==> src/rtl/dff_pkg.sv <==
package dff_pkg;

  localparam int FRAME_HALF_BITS = 56;
  localparam int IDX_W = $clog2(FRAME_HALF_BITS + 1);
  localparam logic [IDX_W-1:0] IDX_LAST = IDX_W'(FRAME_HALF_BITS);

  localparam int CNT_W = 8;
  localparam logic [CNT_W-1:0] TX_WAIT_RESET = 8'd20;
  localparam logic [CNT_W-1:0] RECEIVE_RESET = 8'd24;
  localparam logic [CNT_W-1:0] RX_WAIT_RESET = 8'd6;

  // command codes on the input word
  localparam logic [1:0] CMD_TICK  = 2'd0;
  localparam logic [1:0] CMD_SEND  = 2'd1;
  localparam logic [1:0] CMD_LEVEL = 2'd2;

  // register indexes on the configuration port
  localparam int CFG_IDX_W = 2;
  localparam logic [CFG_IDX_W-1:0] REG_TX_WAIT = 2'd0;
  localparam logic [CFG_IDX_W-1:0] REG_RECEIVE = 2'd1;
  localparam logic [CFG_IDX_W-1:0] REG_RX_WAIT = 2'd2;

  localparam int IN_W  = 32;
  localparam int OUT_W = 8;

  localparam int QUEUE_DEPTH = 2;
  localparam int QUEUE_AW    = $clog2(QUEUE_DEPTH);

  typedef enum logic [1:0] {
    KIND_NONE,
    KIND_TICK,
    KIND_SEND
  } kind_t;

  typedef struct packed {
    kind_t                      kind;
    logic [FRAME_HALF_BITS-1:0] frame;
  } entry_t;

  typedef struct packed {
    logic busy_res;
    logic status;
    logic line_written;
    logic line_level;
  } result_t;

  // bit 0 -> 10, bit 1 -> 01, low half-bit first
  function automatic logic [31:0] manchester16(input logic [15:0] v);
    logic [31:0] r;
    r = '0;
    for (int i = 0; i < 16; i++) begin
      r[2*i +: 2] = v[i] ? 2'b01 : 2'b10;
    end
    return r;
  endfunction

endpackage

==> src/rtl/dff_queue.sv <==
module dff_queue (
  input  logic            clk,
  input  logic            rst,
  input  logic            push,
  input  dff_pkg::entry_t push_data,
  output logic            full,
  input  logic            pop,
  output dff_pkg::entry_t pop_data,
  output logic            empty
);
  import dff_pkg::*;

  entry_t              mem [QUEUE_DEPTH];
  logic [QUEUE_AW-1:0] wr_ptr;
  logic [QUEUE_AW-1:0] rd_ptr;
  logic [QUEUE_AW:0]   count;

  assign full     = (count == (QUEUE_AW+1)'(QUEUE_DEPTH));
  assign empty    = (count == '0);
  assign pop_data = mem[rd_ptr];

  always_ff @(posedge clk) begin
    if (push) begin
      mem[wr_ptr] <= push_data;
    end
  end

  always_ff @(posedge clk) begin
    if (rst) begin
      wr_ptr <= '0;
      rd_ptr <= '0;
      count  <= '0;
    end else begin
      if (push) begin
        wr_ptr <= wr_ptr + 1'b1;
      end
      if (pop) begin
        rd_ptr <= rd_ptr + 1'b1;
      end
      if (push && !pop) begin
        count <= count + 1'b1;
      end else if (pop && !push) begin
        count <= count - 1'b1;
      end
    end
  end

endmodule

==> src/rtl/dff_front.sv <==
module dff_front (
  input  logic [1:0]      command,
  input  logic [7:0]      target_addr,
  input  logic [15:0]     payload,
  output dff_pkg::entry_t entry
);
  import dff_pkg::*;

  logic [31:0] addr_enc;
  logic [31:0] pay_enc;
  logic [1:0]  y_pair;
  logic [1:0]  s_pair;

  always_comb begin
    addr_enc = manchester16({10'd0, target_addr[5:0]});
    pay_enc  = manchester16(payload);
    y_pair   = 2'b10;
    s_pair   = 2'b10;
    entry.kind = KIND_NONE;
    case (command)
      CMD_TICK: begin
        entry.kind = KIND_TICK;
      end
      CMD_SEND: begin
        entry.kind = KIND_SEND;
        y_pair = target_addr[7] ? 2'b01 : 2'b10;
        s_pair = 2'b01;
      end
      CMD_LEVEL: begin
        entry.kind = KIND_SEND;
      end
      default: begin
        entry.kind = KIND_NONE;
      end
    endcase
    // stop, payload, s, address, y, start
    entry.frame = {6'h3F, pay_enc, s_pair, addr_enc[11:0], y_pair, 2'b01};
  end

endmodule

==> src/rtl/dff_back.sv <==
module dff_back (
  input  logic                            clk,
  input  logic                            rst,
  input  logic                            cfg_we,
  input  logic [dff_pkg::CFG_IDX_W-1:0]   cfg_index,
  input  logic [dff_pkg::CNT_W-1:0]       cfg_data,
  input  logic                            q_empty,
  input  dff_pkg::entry_t                 q_data,
  output logic                            q_pop,
  output logic                            out_valid,
  input  logic                            out_ready,
  output dff_pkg::result_t                out_data
);
  import dff_pkg::*;

  logic [CNT_W-1:0] tx_wait_ticks;
  logic [CNT_W-1:0] receive_ticks;
  logic [CNT_W-1:0] rx_wait_ticks;

  logic                       busy;
  logic [IDX_W-1:0]           idx;
  logic [FRAME_HALF_BITS-1:0] frame;
  logic [CNT_W-1:0]           tx_cnt;
  logic [CNT_W-1:0]           rcv_cnt;
  logic [CNT_W-1:0]           rx_cnt;

  logic                       busy_next;
  logic [IDX_W-1:0]           idx_next;
  logic [FRAME_HALF_BITS-1:0] frame_next;
  logic [CNT_W-1:0]           tx_cnt_next;
  logic [CNT_W-1:0]           rcv_cnt_next;
  logic [CNT_W-1:0]           rx_cnt_next;
  result_t                    res;

  assign q_pop = !q_empty && (!out_valid || out_ready);

  always_ff @(posedge clk) begin
    if (rst) begin
      tx_wait_ticks <= TX_WAIT_RESET;
      receive_ticks <= RECEIVE_RESET;
      rx_wait_ticks <= RX_WAIT_RESET;
    end else if (cfg_we) begin
      case (cfg_index)
        REG_TX_WAIT: tx_wait_ticks <= cfg_data;
        REG_RECEIVE: receive_ticks <= cfg_data;
        REG_RX_WAIT: rx_wait_ticks <= cfg_data;
        default: begin
        end
      endcase
    end
  end

  always_comb begin
    busy_next    = busy;
    idx_next     = idx;
    frame_next   = frame;
    tx_cnt_next  = tx_cnt;
    rcv_cnt_next = rcv_cnt;
    rx_cnt_next  = rx_cnt;
    res          = '0;
    case (q_data.kind)
      KIND_SEND: begin
        if (busy) begin
          res.status = 1'b1;
        end else begin
          // first half-bit goes out with the request itself
          res.line_level   = q_data.frame[0];
          res.line_written = 1'b1;
          frame_next   = q_data.frame >> 1;
          idx_next     = IDX_W'(1);
          busy_next    = 1'b1;
          tx_cnt_next  = tx_wait_ticks;
          rcv_cnt_next = receive_ticks;
          rx_cnt_next  = rx_wait_ticks;
        end
      end
      KIND_TICK: begin
        if (busy) begin
          if (idx < IDX_LAST) begin
            res.line_level   = frame[0];
            res.line_written = 1'b1;
            frame_next = frame >> 1;
            idx_next   = idx + 1'b1;
          end else if (tx_cnt != '0) begin
            tx_cnt_next = tx_cnt - 1'b1;
          end else if (rcv_cnt != '0) begin
            rcv_cnt_next = rcv_cnt - 1'b1;
          end else if (rx_cnt != '0) begin
            rx_cnt_next = rx_cnt - 1'b1;
          end else begin
            idx_next     = '0;
            busy_next    = 1'b0;
            tx_cnt_next  = tx_wait_ticks;
            rcv_cnt_next = receive_ticks;
            rx_cnt_next  = rx_wait_ticks;
          end
        end
      end
      default: begin
      end
    endcase
    res.busy_res = busy_next;
  end

  always_ff @(posedge clk) begin
    if (rst) begin
      busy      <= 1'b0;
      idx       <= '0;
      tx_cnt    <= TX_WAIT_RESET;
      rcv_cnt   <= RECEIVE_RESET;
      rx_cnt    <= RX_WAIT_RESET;
      out_valid <= 1'b0;
    end else begin
      if (q_pop) begin
        busy    <= busy_next;
        idx     <= idx_next;
        tx_cnt  <= tx_cnt_next;
        rcv_cnt <= rcv_cnt_next;
        rx_cnt  <= rx_cnt_next;
      end
      if (q_pop) begin
        out_valid <= 1'b1;
      end else if (out_ready) begin
        out_valid <= 1'b0;
      end
    end
  end

  // frame shifter and result register carry data only
  always_ff @(posedge clk) begin
    if (q_pop) begin
      frame    <= frame_next;
      out_data <= res;
    end
  end

endmodule

==> src/rtl/dali_forward_frame_transmitter.sv <==
// Manchester forward frame transmitter, one result word per input word.
//
// Input stream (s_*): one word is a tick or a send request. tdata holds
// command, target_addr and payload. A send request while idle builds a
// 56 half-bit frame and drives its first half-bit; each later tick drives
// the next half-bit, then counts down the tx wait, receive window and
// rx wait periods before going idle. A request while busy is rejected.
// Output stream (m_*): one word for every input word, in order.
// Configuration: cfg_we writes cfg_data into register cfg_index
// (0 tx wait, 1 receive window, 2 rx wait); other indexes are ignored.
//
// Throughput is one word per cycle while m_tready is high: a 2-entry
// queue sits between the input decoder and the frame sequencer, and the
// sequencer's output register is refilled in the same cycle it is taken.
// When m_tready is low the output word holds, the queue fills and then
// s_tready drops. Reset clears the queue and output valid, loads the
// register defaults (20, 24, 6) and leaves the block idle.
module dali_forward_frame_transmitter (
  input  logic                          clk,
  input  logic                          rst,
  input  logic                          s_tvalid,
  output logic                          s_tready,
  // [1:0] command, [9:2] target_addr, [25:10] payload, rest zero
  input  logic [dff_pkg::IN_W-1:0]      s_tdata,
  output logic                          m_tvalid,
  input  logic                          m_tready,
  // [0] line_level, [1] line_written, [2] status, [3] busy_res, rest zero
  output logic [dff_pkg::OUT_W-1:0]     m_tdata,
  input  logic                          cfg_we,
  input  logic [dff_pkg::CFG_IDX_W-1:0] cfg_index,
  input  logic [dff_pkg::CNT_W-1:0]     cfg_data
);
  import dff_pkg::*;

  entry_t  push_entry;
  entry_t  pop_entry;
  logic    q_full;
  logic    q_empty;
  logic    q_pop;
  logic    push;
  result_t res;

  assign s_tready = !q_full;
  assign push     = s_tvalid && s_tready;

  dff_front u_front (
    .command     (s_tdata[1:0]),
    .target_addr (s_tdata[9:2]),
    .payload     (s_tdata[25:10]),
    .entry       (push_entry)
  );

  dff_queue u_queue (
    .clk       (clk),
    .rst       (rst),
    .push      (push),
    .push_data (push_entry),
    .full      (q_full),
    .pop       (q_pop),
    .pop_data  (pop_entry),
    .empty     (q_empty)
  );

  dff_back u_back (
    .clk       (clk),
    .rst       (rst),
    .cfg_we    (cfg_we),
    .cfg_index (cfg_index),
    .cfg_data  (cfg_data),
    .q_empty   (q_empty),
    .q_data    (pop_entry),
    .q_pop     (q_pop),
    .out_valid (m_tvalid),
    .out_ready (m_tready),
    .out_data  (res)
  );

  assign m_tdata = {4'd0, res};

`ifndef SYNTHESIS
  a_level_needs_write: assert property (@(posedge clk) disable iff (rst)
    m_tvalid |-> (m_tdata[1] || !m_tdata[0]))
    else $error("line level high with no half-bit driven");

  a_reject_no_write: assert property (@(posedge clk) disable iff (rst)
    m_tvalid |-> !(m_tdata[2] && m_tdata[1]))
    else $error("rejected request drove the line");

  a_reject_while_busy: assert property (@(posedge clk) disable iff (rst)
    (m_tvalid && m_tdata[2]) |-> m_tdata[3])
    else $error("request rejected while idle");
`endif

endmodule
==> config.mk <==
export PLATFORM = sky130hd
export DESIGN_NAME = dali_forward_frame_transmitter
export DESIGN_NICKNAME = d
export VERILOG_FILES = /design/src/rtl/dff_pkg.sv /design/src/rtl/dff_queue.sv /design/src/rtl/dff_front.sv /design/src/rtl/dff_back.sv /design/src/rtl/dali_forward_frame_transmitter.sv
export SDC_FILE = /design/constraint.sdc
export NUM_CORES = 1
export LEC_CHECK = 0
export BUFFER_PORTS_ARGS = -buffer_cell sky130_fd_sc_hd__clkbuf_2
export CAP_MARGIN = 5
export CORE_ASPECT_RATIO = 0.6
export CORE_MARGIN = 5
export CORE_UTILIZATION = 60
export DETAILED_ROUTE_END_ITERATION = 8
export GPL_TIMING_DRIVEN = 0
export MAX_ROUTING_LAYER = met4
export PLACE_DENSITY = 0.82
export SETUP_SLACK_MARGIN = 0.15
export SLEW_MARGIN = 20
export SYNTH_ARGS = -nofsm -noshare
export SYNTH_HDL_FRONTEND = slang
export SYNTH_SLANG_ARGS = --single-unit
export TNS_END_PERCENT = 30
==> constraint.sdc <==
create_clock -name clk -period 11.53 [get_ports clk]
set_input_delay 0.5765 -clock clk [delete_from_list [all_inputs] [get_ports clk]]
set_output_delay 0.5765 -clock clk [all_outputs]
set_load 0.02 [all_outputs]
==> impl_metrics.ini <==
[status]
status = complete, no violations

[placement]
place_ws_ps = 7180
place_hpwl_mm = 13.9
place_congestion = 0.977
dp_cells = 1008
io_buffers = 45

[cts]
clk_latency_ps = 490
clkSinkCount = 220
post_cts_buffers = 0
clk_pin_slew_worst_paths_ps = 70
cts_tree = yes
clock-root-buffer = clkbuf_16
ctsResizeCount = 0
cts-hold-fix-buffers = 0
clockBufferDepth = 3
cts_inserted_buffers = 20
htree_levels = 1

[sta]
fmaxAchievable_mhz = 227
worst_slack_ps = 7130
tightest_slew_ps = 798
timing.final.crit_share_pct = 38.1
clock_skew_ps = 8.01
period_needed_ps = 4400
holdWs_ps = 289
report.final.slew_viol_count = 0
setup_viol = 0
rsz0062_at_grt = no
fin_setup_tns_ps = 0
finalHoldViolations = 0
slew_headroom_pct = 46.3

[grt]
busiest_layer = met1
grt_pass1_vias = 6204
overflow = 0
grtUsageMet2_pct = 32.2
grt_pass1_wl_mm = 32.7
use_met1_pct = 35.5
grt_max_degree = 51
use_met3_pct = 4.35
antenna_found_initial = 1
grtUsageTotal_pct = 23.3

[floorplanning]
io_pins = 57
die_x_um = 170
die_h_um = 106
core_um2 = 15200
start_util_pct = 60.6
fp.dieArea_um2 = 18100
num_rows = 35

[cells_and_area]
layout_commonest_cell = edfxtp_1
multi_input_area_um2 = 2930
drive_gt1_share_pct = 11.9
area_growth_pct = 13.8
diodes = 0
final_cell_count_no_fill = 1044
final_cell_mix = edfxtp_1, mux2i_1, o21ai_0, nand2_1, dfxtp_1
finalNetCount = 886
nFillCells = 1051
register_area_um2 = 6000

[setup_path]
critical_path.max_fanout = 24
path_cells = clkbuf_1, buf_1, mux2i_1, inv_1, ha_1, clkbuf_1, or3b_2, a211o_1, clkbuf_8, nor2_4, buf_16, buf_16
cp-end-kind = flip-flop
startpoint_type = flip-flop
max_stage_delay_ps = 630
cp_data_arrival_time_ps = 4590
cp_slowest_cell = buf_1
critical_path_required_ps = 11720
crit_type = reg2reg

[power]
vdd_drop_max_v = 0.000122
power.total_uw = 2320
pwr_density_cell_nw_per_um2 = 221
power_leakage_uw = 0.00377

[yosys]
ys_seq_area_share_pct = 64.9
synthDistinctLibCells = 58
syn_area_um2 = 9240
synthCells = 753
synthFlopType = edfxtp_1
yosysWarnings = 0
async_reset_ff_share_pct = 0
ys_ff_latch = 220
synth_edf_count = 159
synth_area_per_cell_um2 = 12.3

[hold_path]
hp-class = in2reg

[detailed_routing]
avgViaCountPerCell = 6.06
drt-total-wl_mm = 20.5
routedWlPerCell_um = 19.7
drtAntennaViolNets = 0
route.detailed.drc = 0
vias = 6328
firstDrtPassIters = 5
drtIter0Drc = 810

[flow_run]
cap_violations = 0
flip-flops by register name, indices dropped and copies added, names as in the netlist, 2 cells and up, named ones only:
register,cells
u_back.out_data,4
u_back.frame,55
u_back.rx_cnt,8
u_back.rx_wait_ticks,8
u_queue.mem,100
u_back.idx,6
u_back.tx_cnt,8
u_back.tx_wait_ticks,8
u_queue.count,2
u_back.rcv_cnt,8
u_back.receive_ticks,8
Yosys cell counts (9+ instances only):
cell / instances / area (um^2)
nor2_1: 51 / 191
inv_1: 43 / 161
nand2_1: 69 / 259
clkbuf_1: 25 / 93.8
o311ai_0: 9 / 78.8
nand2b_1: 9 / 56.3
dfxtp_1: 61 / 1220
o21ai_0: 70 / 350
a21oi_1: 30 / 150
nand3_1: 13 / 65.1
mux2i_1: 76 / 761
buf_1: 10 / 37.5
edfxtp_1: 159 / 4770
ha_1: 12 / 150
a31oi_1: 9 / 56.3
o31ai_1: 9 / 67.6
kinds of logic after synthesis:
kind of cell,synth area share [%]
AOI/OAI and AO/OA,11.1
xor gates and xnor gates,0.379
adders and majority gates,1.63
buffers and inverters,3.85
DFF,64.9
muxes,8.36
other,0.0406
and+or+nand+nor,9.73
worst max-delay path, delay by kind of cell (launching register included):
| family | cells | cell delay [ps] |
|---|---|---|
| buf+inv | 7 | 1830 |
| simple gates | 2 | 1020 |
| mux | 1 | 360 |
| compound gates | 1 | 340 |
| flops | 1 | 320 |
| fa+ha+maj | 1 | 200 |
power breakdown:
group	switching [uW]	total, uW	internal (uW)
logic	406	609	202
registers	43.6	1060	1010
clock network	276	656	381
layer usage:
metal	up-vias	part of all wire, %
met5	-	0
met4	0	2.0
met3	45	9.1
met2	311	43
met1	3046	46
li1	2926	-
stage by stage:
stage / utilization (%) / cell area [um^2]
6_report: 69.0 / 10500
3_5_place_dp: 64.7 / 9860
3_3_place_gp: 63.8 / 9730
5_1_grt: 69.0 / 10500
4_1_cts: 68.9 / 10500
2_1_floorplan: - / 9250
final cells by class:
cell class	instances	area share [%]
plain buffers	43	1.81
clock buffers	28	5.25
clock inverters	8	0.893
inverters	44	1.57
multi-input cells	449	27.8
flip-flops and latches	220	57.0
well taps	203	2.42
repair buffers	49	3.19
final timing paths:
| check | from | end | slack, ps | depth (start not counted) |
|---|---|---|---|---|
| setup / recovery | flip-flop | u_back.frame[5]$_DFFE_PP_ | 7130 | 12 |
| hold / removal | s_tdata[16] | u_queue.mem[1][28]$_DFFE_PP_ | 290 | 1 |
| setup reg to reg | flip-flop | u_back.frame[5]$_DFFE_PP_ | 7130 | 12 |
| hold reg to reg | u_back.tx_wait_ticks[4]$_SDFFE_PP1P_ | u_back.tx_wait_ticks[4]$_SDFFE_PP1P_ | 480 | 2 |
Power figures use the tool's default switching activity.
